--- config.mk ---
export PLATFORM = sky130hd
export DESIGN_NAME = tga_rle_pixel_decoder
export DESIGN_NICKNAME = d
export VERILOG_FILES = /design/src/rtl/tga_rle_pkg.sv /design/src/rtl/tga_rle_step.sv /design/src/rtl/tga_rle_pixel_decoder.sv
export VERILOG_INCLUDE_DIRS = /design/src /design/src/rtl
export SDC_FILE = /design/constraint.sdc
export NUM_CORES = 1
export LEC_CHECK = 0
export BUFFER_PORTS_ARGS = -buffer_cell sky130_fd_sc_hd__buf_2
export CORE_ASPECT_RATIO = 1.5
export CORE_MARGIN = 3
export CORE_UTILIZATION = 28
export CTS_BUF_LIST = sky130_fd_sc_hd__clkbuf_4 sky130_fd_sc_hd__clkbuf_8
export DETAILED_ROUTE_END_ITERATION = 10
export HOLD_SLACK_MARGIN = 0.06
export PLACE_DENSITY = 0.44
export SKIP_CTS_REPAIR_TIMING = 1
export SYNTH_ARGS = -nofsm -noshare
export SYNTH_HDL_FRONTEND = slang
export SYNTH_SLANG_ARGS = --single-unit
--- constraint.sdc ---
create_clock -name clk -period 8.6 [get_ports clk]
set_input_delay 0.43 -clock clk [delete_from_list [all_inputs] [get_ports clk]]
set_output_delay 0.43 -clock clk [all_outputs]
set_load 0.01 [all_outputs]
--- src/rtl/tga_rle_pixel_decoder_macros.svh ---
// assertion helpers used by the decoder
`ifndef TGA_RLE_PIXEL_DECODER_MACROS_SVH
`define TGA_RLE_PIXEL_DECODER_MACROS_SVH

// same-cycle implication, checked out of reset
`define TGA_ASSERT_NOW(lbl, clk, rst_n, ante, cons, msg) \
    lbl: assert property (@(posedge clk) disable iff (!rst_n) (ante) |-> (cons)) else $error(msg);

// next-cycle implication, checked out of reset
`define TGA_ASSERT_NEXT(lbl, clk, rst_n, ante, cons, msg) \
    lbl: assert property (@(posedge clk) disable iff (!rst_n) (ante) |=> (cons)) else $error(msg);

`endif

--- src/rtl/tga_rle_pkg.sv ---
package tga_rle_pkg;

    typedef enum logic [1:0] {
        ST_TOTAL,
        ST_IDLE,
        ST_ADV
    } state_t;

    typedef enum logic [1:0] {
        ERR_NONE     = 2'd0,
        ERR_OVERFLOW = 2'd1,
        ERR_TRUNC    = 2'd2
    } err_t;

    localparam logic [2:0] CFG_RLE_MODE    = 3'd0;
    localparam logic [2:0] CFG_BPP         = 3'd1;
    localparam logic [2:0] CFG_WIDTH       = 3'd2;
    localparam logic [2:0] CFG_HEIGHT      = 3'd3;
    localparam logic [2:0] CFG_ORIGIN_TOP  = 3'd4;
    localparam logic [2:0] CFG_COLOR_KEY   = 3'd5;

    localparam logic [7:0]  COUNT_MASK = 8'h7F;
    localparam logic [7:0]  RUN_FLAG   = 8'h80;
    localparam logic [31:0] RGB_MASK   = 32'h00FF_FFFF;
    localparam logic [7:0]  OPAQUE     = 8'd255;

    localparam int COL_W = 17;

    // result of one wrap step of the column counter
    typedef struct packed {
        logic             ge;
        logic [COL_W-1:0] diff;
    } step_t;

endpackage

--- src/rtl/tga_rle_step.sv ---
module tga_rle_step (
    input  logic [tga_rle_pkg::COL_W-1:0] col,
    input  logic [15:0]                   width,
    output tga_rle_pkg::step_t            res
);
    import tga_rle_pkg::*;

    logic [COL_W-1:0] width_ext;

    assign width_ext = {{(COL_W-16){1'b0}}, width};

    // shared compare and subtract used once per wrapped row
    always_comb
    begin
        res.ge   = (col >= width_ext);
        res.diff = col - width_ext;
    end

endmodule

--- src/rtl/tga_rle_pixel_decoder.sv ---
// tga_rle_pixel_decoder: decodes the pixel-data section of a truecolour image,
// raw or run-length packed, into pixel/run descriptors.
// input stream (s_*): one data byte per transaction, s_tlast marks the last byte
// available. output stream (m_*): one descriptor per completed pixel or run,
// m_tlast set when it completes the image, m_tuser carries the error code.
// cfg_*: register writes (index, data); every valid index restarts decoding.
// flow: a header byte or a non-final pixel byte is handled in the idle state. a
// byte that completes a pixel, unless it ends the image or the stream, moves the
// block to a wrap state for the row wraps the run causes (up to 128 with a
// one-pixel-wide image), wrapped one row per cycle through a single
// compare/subtract unit while s_tready is low. the descriptor is registered in
// the output register, or in the skid register when the receiver stalls. after
// a register write or reset the block forms width*height before taking bytes.
// when the receiver stalls, one extra descriptor is parked in a skid register;
// with that register full, s_tready stays low until the output drains.
// reset restores the control registers' defaults and empties the output.
// after image completion or an error, bytes are accepted and dropped.
`include "tga_rle_pixel_decoder_macros.svh"

module tga_rle_pixel_decoder (
    input  logic        clk,
    input  logic        rst_n,
    input  logic        s_tvalid,
    output logic        s_tready,
    input  logic [7:0]  s_tdata,    // data_byte
    input  logic        s_tlast,    // final_byte
    output logic        m_tvalid,
    input  logic        m_tready,
    output logic [71:0] m_tdata,    // pixel, dest_row, start_col, run_length
    output logic        m_tlast,    // image_done
    output logic [1:0]  m_tuser,    // error_code
    input  logic        cfg_valid,
    output logic        cfg_ready,
    input  logic [2:0]  cfg_index,
    input  logic [31:0] cfg_data
);
    import tga_rle_pkg::*;

    state_t           state_reg, state_next;
    logic             rle_mode_reg, rle_mode_next;
    logic [2:0]       bpp_reg, bpp_next;
    logic [15:0]      width_reg, width_next;
    logic [15:0]      height_reg, height_next;
    logic             origin_top_reg, origin_top_next;
    logic [31:0]      color_key_reg, color_key_next;
    logic [31:0]      total_reg, total_next;
    logic             expect_hdr_reg, expect_hdr_next;
    logic             is_run_reg, is_run_next;
    logic [7:0]       left_reg, left_next;
    logic [1:0]       byte_idx_reg, byte_idx_next;
    logic [23:0]      pix_bytes_reg, pix_bytes_next;
    logic [31:0]      decoded_reg, decoded_next;
    logic [15:0]      row_reg, row_next;
    logic [COL_W-1:0] col_reg, col_next;
    logic             finished_reg, finished_next;
    logic             failed_reg, failed_next;

    logic             out_valid_reg, out_valid_next;
    logic [71:0]      out_data_reg, out_data_next;
    logic             out_last_reg, out_last_next;
    logic [1:0]       out_user_reg, out_user_next;
    logic             pend_valid_reg, pend_valid_next;
    logic [71:0]      pend_data_reg, pend_data_next;
    logic             pend_last_reg, pend_last_next;
    logic [1:0]       pend_user_reg, pend_user_next;

    logic             res_valid;
    logic [71:0]      res_data;
    logic             res_last;
    logic [1:0]       res_user;

    logic [15:0]      w_eff, h_eff;
    logic             in_hit;
    logic [7:0]       count;
    logic [32:0]      hdr_sum;
    logic [31:0]      pix;
    logic [7:0]       len;
    logic [15:0]      dest_row;
    logic             done;
    step_t            step;

    assign w_eff = (width_reg == 16'd0) ? 16'd1 : width_reg;
    assign h_eff = (height_reg == 16'd0) ? 16'd1 : height_reg;

    assign s_tready  = (state_reg == ST_IDLE) && !pend_valid_reg;
    assign cfg_ready = 1'b1;
    assign m_tvalid  = out_valid_reg;
    assign m_tdata   = out_data_reg;
    assign m_tlast   = out_last_reg;
    assign m_tuser   = out_user_reg;

    assign in_hit = s_tvalid && s_tready;

    tga_rle_step u_step (
        .col   (col_reg),
        .width (w_eff),
        .res   (step)
    );

    always_comb
    begin
        state_next      = state_reg;
        rle_mode_next   = rle_mode_reg;
        bpp_next        = bpp_reg;
        width_next      = width_reg;
        height_next     = height_reg;
        origin_top_next = origin_top_reg;
        color_key_next  = color_key_reg;
        total_next      = total_reg;
        expect_hdr_next = expect_hdr_reg;
        is_run_next     = is_run_reg;
        left_next       = left_reg;
        byte_idx_next   = byte_idx_reg;
        pix_bytes_next  = pix_bytes_reg;
        decoded_next    = decoded_reg;
        row_next        = row_reg;
        col_next        = col_reg;
        finished_next   = finished_reg;
        failed_next     = failed_reg;

        res_valid = 1'b0;
        res_data  = '0;
        res_last  = 1'b0;
        res_user  = ERR_NONE;

        count   = (s_tdata & COUNT_MASK) + 8'd1;
        hdr_sum = {1'b0, decoded_reg} + {25'd0, count};
        len     = 8'd1;
        done    = 1'b0;

        if (bpp_reg == 3'd3)
        begin
            pix = {OPAQUE, s_tdata, pix_bytes_reg[15:0]};
        end
        else
        begin
            pix = {s_tdata, pix_bytes_reg};
        end
        if ((color_key_reg != 32'd0) && ((pix & RGB_MASK) == (color_key_reg & RGB_MASK)))
        begin
            pix = pix & RGB_MASK;
        end
        dest_row = origin_top_reg ? row_reg : (h_eff - 16'd1 - row_reg);

        unique case (state_reg)
            ST_TOTAL:
            begin
                total_next = {16'd0, w_eff} * {16'd0, h_eff};
                state_next = ST_IDLE;
            end
            ST_IDLE:
            begin
                if (in_hit && !finished_reg && !failed_reg)
                begin
                    if (rle_mode_reg && expect_hdr_reg)
                    begin
                        if (hdr_sum > {1'b0, total_reg})
                        begin
                            failed_next = 1'b1;
                            res_valid   = 1'b1;
                            res_user    = ERR_OVERFLOW;
                        end
                        else
                        begin
                            is_run_next     = (s_tdata & RUN_FLAG) != 8'd0;
                            left_next       = count;
                            expect_hdr_next = 1'b0;
                            if (s_tlast)
                            begin
                                failed_next = 1'b1;
                                res_valid   = 1'b1;
                                res_user    = ERR_TRUNC;
                            end
                        end
                    end
                    else if ({1'b0, byte_idx_reg} + 3'd1 < ((bpp_reg == 3'd3) ? 3'd3 : 3'd4))
                    begin
                        case (byte_idx_reg)
                            2'd0:    pix_bytes_next[7:0]   = s_tdata;
                            2'd1:    pix_bytes_next[15:8]  = s_tdata;
                            2'd2:    pix_bytes_next[23:16] = s_tdata;
                            default: pix_bytes_next        = pix_bytes_reg;
                        endcase
                        byte_idx_next = byte_idx_reg + 2'd1;
                        if (s_tlast)
                        begin
                            failed_next = 1'b1;
                            res_valid   = 1'b1;
                            res_user    = ERR_TRUNC;
                        end
                    end
                    else
                    begin
                        byte_idx_next  = 2'd0;
                        pix_bytes_next = 24'd0;
                        if (rle_mode_reg)
                        begin
                            if (is_run_reg)
                            begin
                                len       = left_reg;
                                left_next = 8'd0;
                            end
                            else
                            begin
                                left_next = left_reg - 8'd1;
                            end
                            if (left_next == 8'd0)
                            begin
                                expect_hdr_next = 1'b1;
                            end
                        end
                        decoded_next = decoded_reg + {24'd0, len};
                        done         = decoded_next >= total_reg;
                        res_valid    = 1'b1;
                        res_data     = {len, col_reg[15:0], dest_row, pix};
                        res_last     = done;
                        if (done)
                        begin
                            finished_next = 1'b1;
                        end
                        else if (s_tlast)
                        begin
                            failed_next = 1'b1;
                            res_user    = ERR_TRUNC;
                        end
                        else
                        begin
                            // position moves on, then wraps one row per cycle
                            col_next   = col_reg + {{(COL_W-8){1'b0}}, len};
                            state_next = ST_ADV;
                        end
                    end
                end
            end
            ST_ADV:
            begin
                if (step.ge)
                begin
                    col_next = step.diff;
                    row_next = row_reg + 16'd1;
                end
                else
                begin
                    state_next = ST_IDLE;
                end
            end
            default:
            begin
                state_next = ST_TOTAL;
            end
        endcase

        if (cfg_valid && cfg_ready && (cfg_index <= CFG_COLOR_KEY))
        begin
            unique case (cfg_index)
                CFG_RLE_MODE:   rle_mode_next   = cfg_data[0];
                CFG_BPP:        bpp_next        = cfg_data[2:0];
                CFG_WIDTH:      width_next      = cfg_data[15:0];
                CFG_HEIGHT:     height_next     = cfg_data[15:0];
                CFG_ORIGIN_TOP: origin_top_next = cfg_data[0];
                default:        color_key_next  = cfg_data;
            endcase
            state_next      = ST_TOTAL;
            expect_hdr_next = rle_mode_next;
            is_run_next     = 1'b0;
            left_next       = 8'd0;
            byte_idx_next   = 2'd0;
            pix_bytes_next  = 24'd0;
            decoded_next    = 32'd0;
            row_next        = 16'd0;
            col_next        = '0;
            finished_next   = 1'b0;
            failed_next     = 1'b0;
        end
    end

    // output register with one skid entry behind it
    always_comb
    begin
        out_valid_next  = out_valid_reg;
        out_data_next   = out_data_reg;
        out_last_next   = out_last_reg;
        out_user_next   = out_user_reg;
        pend_valid_next = pend_valid_reg;
        pend_data_next  = pend_data_reg;
        pend_last_next  = pend_last_reg;
        pend_user_next  = pend_user_reg;

        if (!out_valid_reg || m_tready)
        begin
            if (pend_valid_reg)
            begin
                out_valid_next  = 1'b1;
                out_data_next   = pend_data_reg;
                out_last_next   = pend_last_reg;
                out_user_next   = pend_user_reg;
                pend_valid_next = 1'b0;
            end
            else
            begin
                out_valid_next = res_valid;
                out_data_next  = res_data;
                out_last_next  = res_last;
                out_user_next  = res_user;
            end
        end
        else if (res_valid)
        begin
            pend_valid_next = 1'b1;
            pend_data_next  = res_data;
            pend_last_next  = res_last;
            pend_user_next  = res_user;
        end
    end

    always_ff @(posedge clk or negedge rst_n)
    begin
        if (!rst_n)
        begin
            state_reg      <= ST_TOTAL;
            rle_mode_reg   <= 1'b1;
            bpp_reg        <= 3'd4;
            width_reg      <= 16'd1;
            height_reg     <= 16'd1;
            origin_top_reg <= 1'b0;
            color_key_reg  <= 32'd0;
            total_reg      <= 32'd1;
            expect_hdr_reg <= 1'b1;
            is_run_reg     <= 1'b0;
            left_reg       <= 8'd0;
            byte_idx_reg   <= 2'd0;
            pix_bytes_reg  <= 24'd0;
            decoded_reg    <= 32'd0;
            row_reg        <= 16'd0;
            col_reg        <= '0;
            finished_reg   <= 1'b0;
            failed_reg     <= 1'b0;
            out_valid_reg  <= 1'b0;
            pend_valid_reg <= 1'b0;
        end
        else
        begin
            state_reg      <= state_next;
            rle_mode_reg   <= rle_mode_next;
            bpp_reg        <= bpp_next;
            width_reg      <= width_next;
            height_reg     <= height_next;
            origin_top_reg <= origin_top_next;
            color_key_reg  <= color_key_next;
            total_reg      <= total_next;
            expect_hdr_reg <= expect_hdr_next;
            is_run_reg     <= is_run_next;
            left_reg       <= left_next;
            byte_idx_reg   <= byte_idx_next;
            pix_bytes_reg  <= pix_bytes_next;
            decoded_reg    <= decoded_next;
            row_reg        <= row_next;
            col_reg        <= col_next;
            finished_reg   <= finished_next;
            failed_reg     <= failed_next;
            out_valid_reg  <= out_valid_next;
            pend_valid_reg <= pend_valid_next;
        end
    end

    always_ff @(posedge clk)
    begin
        out_data_reg  <= out_data_next;
        out_last_reg  <= out_last_next;
        out_user_reg  <= out_user_next;
        pend_data_reg <= pend_data_next;
        pend_last_reg <= pend_last_next;
        pend_user_reg <= pend_user_next;
    end

    `TGA_ASSERT_NOW(a_skid_behind_out, clk, rst_n, pend_valid_reg, out_valid_reg,
        "skid entry held while output register empty")
    `TGA_ASSERT_NEXT(a_wrap_shrinks_col, clk, rst_n, (state_reg == ST_ADV) && step.ge,
        col_reg < $past(col_reg), "row wrap did not reduce the column")
    `TGA_ASSERT_NOW(a_overflow_blank, clk, rst_n, m_tvalid && (m_tuser == ERR_OVERFLOW),
        (m_tdata == 72'd0) && !m_tlast, "overflow descriptor carries data")
    `TGA_ASSERT_NOW(a_ok_has_length, clk, rst_n, m_tvalid && (m_tuser == ERR_NONE),
        m_tdata[71:64] != 8'd0, "good descriptor with zero run length")
    `TGA_ASSERT_NEXT(a_quiet_when_stopped, clk, rst_n,
        (finished_reg || failed_reg) && !pend_valid_reg && !out_valid_reg,
        !m_tvalid, "descriptor produced after finish or failure")

endmodule
==> impl_metrics.json, run 1 <==
{
  "worst_r2r_path_depth": 20,
  "viasPerCell": 4.84,
  "cts_root_buf": "clkbuf_8",
  "cap_violations": 0,
  "track_usage_pct": 16.9,
  "synthesis.nets": 3474,
  "crit_arrival_ns": 7.82,
  "io_buffers": 125,
  "skew_ns": 0.0358,
  "status": "completed",
  "nets": 3548,
  "start_util_pct": 28.4,
  "n_fill_cell": 10600,
  "finalWirelength_mm": 89.8,
  "crit_type": "reg -> reg",
  "synth.avg_cell_area_um2": 9.66,
  "syn_area_um2": 28900,
  "wl_per_cell_um": 20.3,
  "num_rows": 143,
  "hold_violations": 0,
  "period_needed_ns": 7.21,
  "tightest_slew_ns": 1.07,
  "cts.sink_count": 358,
  "rr_endpoint": "total_reg[31]$_DFFE_PN0N_",
  "drc": 0,
  "relSlewSlack_pct": 28.3,
  "clock_path_buffers": 3,
  "gr-total-overflow": 0,
  "cp_slowest_cell": "dfrtp_1",
  "hold_path_depth": 2,
  "die_width_um": 268,
  "rrSetupSlack_ns": 1.39,
  "async_flop_share_pct": 58.1,
  "drv_slew": 0,
  "path_cells": "nor4_1, a41o_1, nand2_1, fa_1, fa_1, inv_1, fa_1, fa_1, fa_1, inv_1, fa_1, inv_1, ha_1, nor2b_1, nor2_1, a211oi_1, o211ai_1, a31oi_1, o21ai_0, a31oi_1",
  "slowest_delay_ns": 0.65,
  "area_growth_pct": 12.0,
  "yosys.cell_types.count": 91,
  "cts_max_level": 2,
  "post-synth-top-area-cell": "dfrtp_1",
  "antenna_found_initial": 7,
  "reg2reg_from": "width_reg[8]$_DFFE_PN0P_",
  "hp-class": "in -> reg",
  "path_buf_inv": 3,
  "setup_viol": 0,
  "insertion_delay_ns": 0.69,
  "period_share_pct": 83.9,
  "path_clk_slew_ns": 0.07,
  "holdPathEnd": "color_key_reg[2]$_DFFE_PN0P_",
  "seq_area_frac_synth_pct": 33.6,
  "pin_count": 127,
  "synth_flop_cell": "dfrtp_1",
  "drtAntennaViolNets": 0,
  "path_common_cell": "fa_1",
  "cp_top_family": "adder cells",
  "drive_gt1_share_pct": 11.5,
  "synth_edf_count": 150,
  "dp_hpwl_mm": 69.9,
  "cp_data_required_time_ns": 9.21,
  "place_congestion": 0.823,
  "dr.first_iter.drc_count": 1038,
  "final_cell_mix": "318 x inv_1, 309 x nand2_1, 232 x ha_1, 202 x nor2_1, 201 x dfrtp_1",
  "end_kind": "flip-flop",
  "holdCritStartpoint": "cfg_data[2]",
  "rsz0062_at_grt": "no",
  "grt_pass1_vias": 22800,
  "first_pass_iters": 5,
  "die_height_um": 400,
  "clock.fmax_ghz": 0.139,
  "cts_tree": "yes",
  "grt_max_degree": 137,
  "ys_warn_count": 0,
  "yosys_register_bits": 358,
  "grt_pass1_wl_mm": 138,
  "dieArea_um2": 107000,
  "synth_top_area_share_pct": 17.5,
  "layout_commonest_cell": "inv_1",
  "syn_inst": 2994,
  "cts_buffers": 60,
  "core_area_um2": 102000,
  "vias": 21400,
  "cp-start-kind": "flip-flop",
  "path_max_fanout": 18,
  "synth_area_leaders": "dfrtp_1 17%, edfxtp_1 16%, fa_1 14%",
  "fin_setup_tns_ns": 0
}
layer usage:
metal	vias to the layer above	track usage (%)	share of wire (%)
li1	10300	-	-
met1	10500	17.9	37
met2	416	33.1	55
met3	149	1.49	2.8
met4	2	8.33	5.5
met5	-	0	0.014
cell families after synthesis:
kind of cell / after synthesis / synth area share, %
and+or+nand+nor: 953 / 16.0
DFF: 358 / 33.6
buffers and inverters: 487 / 6.48
xor gates and xnor gates: 166 / 5.03
adders and majority gates: 431 / 23.8
other: 1 / 0.0130
muxes: 77 / 2.91
AOI/OAI and AO/OA: 521 / 12.1
worst max-delay path by stage:
stage / startpoint / to / slack, ns / cells past startpoint
finish: width_reg[8]$_DFFE_PN0P_ / total_reg[31]$_DFFE_PN0N_ / 1.39 / 20
global route: width_reg[6]$_DFFE_PN0P_ / total_reg[31]$_DFFE_PN0N_ / 0.83 / 20
CTS: width_reg[8]$_DFFE_PN0P_ / total_reg[29]$_DFFE_PN0N_ / 1.40 / 20
detailed placement: width_reg[8]$_DFFE_PN0P_ / total_reg[30]$_DFFE_PN0N_ / 1.41 / 21
global placement: width_reg[8]$_DFFE_PN0P_ / total_reg[29]$_DFFE_PN0N_ / 1.55 / 20
floorplan: s_tdata[2] / pend_data_reg[0]$_DFFE_PP_ / 1.11 / 20
cell usage after synthesis, drive strengths merged (104+ instances only):
library cell  instances
and2                135
ha                  232
dfrtp               202
a21o                114
fa                  199
clkbuf              143
inv                 318
nor2                205
a21oi               104
edfxtp              150
o21ai               124
nand2               310
through the flow:
| step | utilization [%] | hold slack, ns | cell area [um^2] | setup WS [ns] | std cells |
|---|---|---|---|---|---|
| 2_1_floorplan | - | 0.134 | 28900 | 1.11 | 2994 |
| 3_3_place_gp | 30.3 | 0.466 | 30800 | 1.55 | 4293 |
| 3_5_place_dp | 30.3 | 0.474 | 30800 | 1.41 | 4293 |
| 4_1_cts | 31.6 | -0.308 | 32200 | 1.40 | 4404 |
| 5_1_grt | 31.8 | 0.0648 | 32400 | 0.833 | 4425 |
| 6_report | 31.8 | 0.0760 | 32400 | 1.39 | 4426 |
layout make-up:
class	instances	area [um^2]	area share, %
Clock inverter	33	333	1.03
Tap cell	1305	1630	5.04
Clock buffer	78	1000	3.10
Antenna cell	4	10.0	0.0309
Timing Repair Buffer	180	1120	3.46
Sequential cell	358	9720	30.0
Multi-Input combinational cell	2149	17400	53.6
Inverter	319	1200	3.70
Power of run 1 is not shown: default switching activity piles up to over one toggle a cycle in this logic, so the estimate is an artifact.
==> run 2: changes to the inputs <==
==> constraint.sdc (replaced) <==
create_clock -name clk -period 6.7 [get_ports clk]
set_input_delay 0.335 -clock clk [delete_from_list [all_inputs] [get_ports clk]]
set_output_delay 0.335 -clock clk [all_outputs]
set_load 0.01 [all_outputs]
==> run 2 against run 1 <==
Compared with the run above:
- final area is 1.9% higher
- register-to-register slack worse by 1.1 ns
- die area stayed put
- clock skew is 0.024 ns higher
- flip-flop and latch count stayed put
- setup slack worse by 1.1 ns
- first-iteration DRC count is 8.4% higher
- via count is 1.0% higher
- sequential share of layout area is 0.56 points lower
- count of clock-buffer cells in the layout is 16 higher
- non-clock buffer count is 55 higher
- critical path type unchanged
- critical endpoint is now total_reg[20]$_DFFE_PN0N_
- largest cell class unchanged
==> impl_metrics.json, run 2 (synthesized netlist as in run 1, its figures left out) <==
{
  "status": "completed",
  "period_needed_ns": 6.44,
  "multi_input_area_um2": 17500,
  "pin_count": 127,
  "end_kind": "flip-flop",
  "num_rows": 143,
  "cp_top_family": "adder cells",
  "relSlewSlack_pct": 24.2,
  "cts_buffers": 61,
  "setup_viol": 0,
  "dpl_cell_area_um2": 31300,
  "vias": 21600,
  "start_util_pct": 28.4,
  "dieArea_um2": 107000,
  "rrSetupSlack_ns": 0.26,
  "hold_violations": 0,
  "cp-start-kind": "flip-flop",
  "drtAntennaViolNets": 0,
  "n_fill_cell": 10500,
  "postLayoutCoreUtil_pct": 32.4,
  "nets": 3604,
  "antenna_found_initial": 8,
  "first_pass_iters": 5,
  "path_buf_inv": 5,
  "cts_tree": "yes",
  "clock.fmax_ghz": 0.155,
  "die_width_um": 268,
  "io_buffers": 125,
  "viasPerCell": 4.82,
  "crit_type": "reg -> reg",
  "cap_violations": 0,
  "path_max_fanout": 7,
  "reg2reg_from": "width_reg[5]$_DFFE_PN0P_",
  "path_cells": "buf_4, and2_1, fa_1, inv_1, fa_1, fa_1, fa_1, inv_1, fa_1, inv_1, fa_1, inv_1, ha_2, nand3_1, or4_1, nand2_2, o21ai_0, a21oi_1, a2111oi_1, or4b_2, nand3_1",
  "gr-total-overflow": 0,
  "skew_ns": 0.0595,
  "area_growth_pct": 14.1,
  "cts.sink_count": 358,
  "drc": 0,
  "die_height_um": 400,
  "rr_endpoint": "total_reg[20]$_DFFE_PN0N_",
  "final_cell_mix": "316 x inv_1, 307 x nand2_1, 229 x ha_1, 201 x dfrtp_1, 200 x nor2_1",
  "hp-class": "in -> reg",
  "cts_root_buf": "clkbuf_8",
  "hold_path_depth": 3,
  "grt_pass1_wl_mm": 136,
  "core_area_um2": 102000,
  "wl_per_cell_um": 19.9,
  "period_share_pct": 96.1,
  "cp_data_required_time_ns": 7.28,
  "holdCritStartpoint": "s_tlast",
  "clock_path_buffers": 3,
  "cp_slowest_cell": "or4b_2",
  "tightest_slew_ns": 1.13,
  "rsz0062_at_grt": "no",
  "cts_max_level": 2,
  "holdPathEnd": "m_tvalid$_DFFE_PN0N_",
  "insertion_delay_ns": 0.71,
  "track_usage_pct": 16.6,
  "layout_commonest_cell": "inv_1",
  "cp-startpoint": "width_reg[5]$_DFFE_PN0P_",
  "path_clk_slew_ns": 0.06,
  "drv_slew": 0,
  "slowest_delay_ns": 0.64,
  "path_common_cell": "fa_1",
  "regArea_um2": 9720,
  "stdcell_area_um2": 33000,
  "worst_r2r_path_depth": 21,
  "grt_pass1_vias": 22300,
  "drive_gt1_share_pct": 13.6,
  "dr.first_iter.drc_count": 1125,
  "finalWirelength_mm": 89.1,
  "grt_max_degree": 137,
  "place_congestion": 0.858,
  "crit_arrival_ns": 7.02,
  "dp_hpwl_mm": 69.3
}
==> run 2: tightest hold or removal path: stages <==
cell and delay (ns):
buf_2 0.15, o21ai_1 0.14, nand3_1 0.11
==> run 2: worst max path at each step <==
stage | to | slack, ns | depth (start not counted)
after CTS | total_reg[30]$_DFFE_PN0N_ | 0.13 | 21
after global routing | total_reg[20]$_DFFE_PN0N_ | 0.003 | 21
after floorplan | pend_data_reg[0]$_DFFE_PP_ | -0.22 | 21
final | total_reg[20]$_DFFE_PN0N_ | 0.26 | 21
after global placement | total_reg[30]$_DFFE_PN0N_ | 0.11 | 21
after detailed placement | total_reg[30]$_DFFE_PN0N_ | 0.12 | 21
==> run 2: final cells by class <==
type / instances / share of cell area [%]
repair buffers: 235 / 4.80
inverters: 319 / 3.64
multi-input cells: 2149 / 53.1
flip-flops and latches: 358 / 29.5
well taps: 1305 / 4.95
diodes: 5 / 0.0379
clock inverters: 21 / 0.546
clock buffers: 94 / 3.50
==> run 2: routing by layer <==
metal	global-route usage [%]	wire length, um	share of wire (%)
met5	0	7	0.0079
met4	7.70	4320	4.9
met3	1.59	2450	2.7
met2	31.6	48400	54
met1	18.4	34000	38
==> run 2: metrics by stage <==
stage / instances / worst slack, ns / setup TNS, ns / hold slack (ns)
after floorplan: 2994 / -0.223 / -16.74 / 0.0394
after global placement: 4332 / 0.111 / 0 / 0.374
after detailed placement: 4332 / 0.120 / 0 / 0.374
after CTS: 4447 / 0.127 / 0 / -0.380
after global routing: 4485 / 0.00343 / 0 / 0.0801
final: 4486 / 0.260 / 0 / 0.0922
Power of run 2 is left out for the same reason.
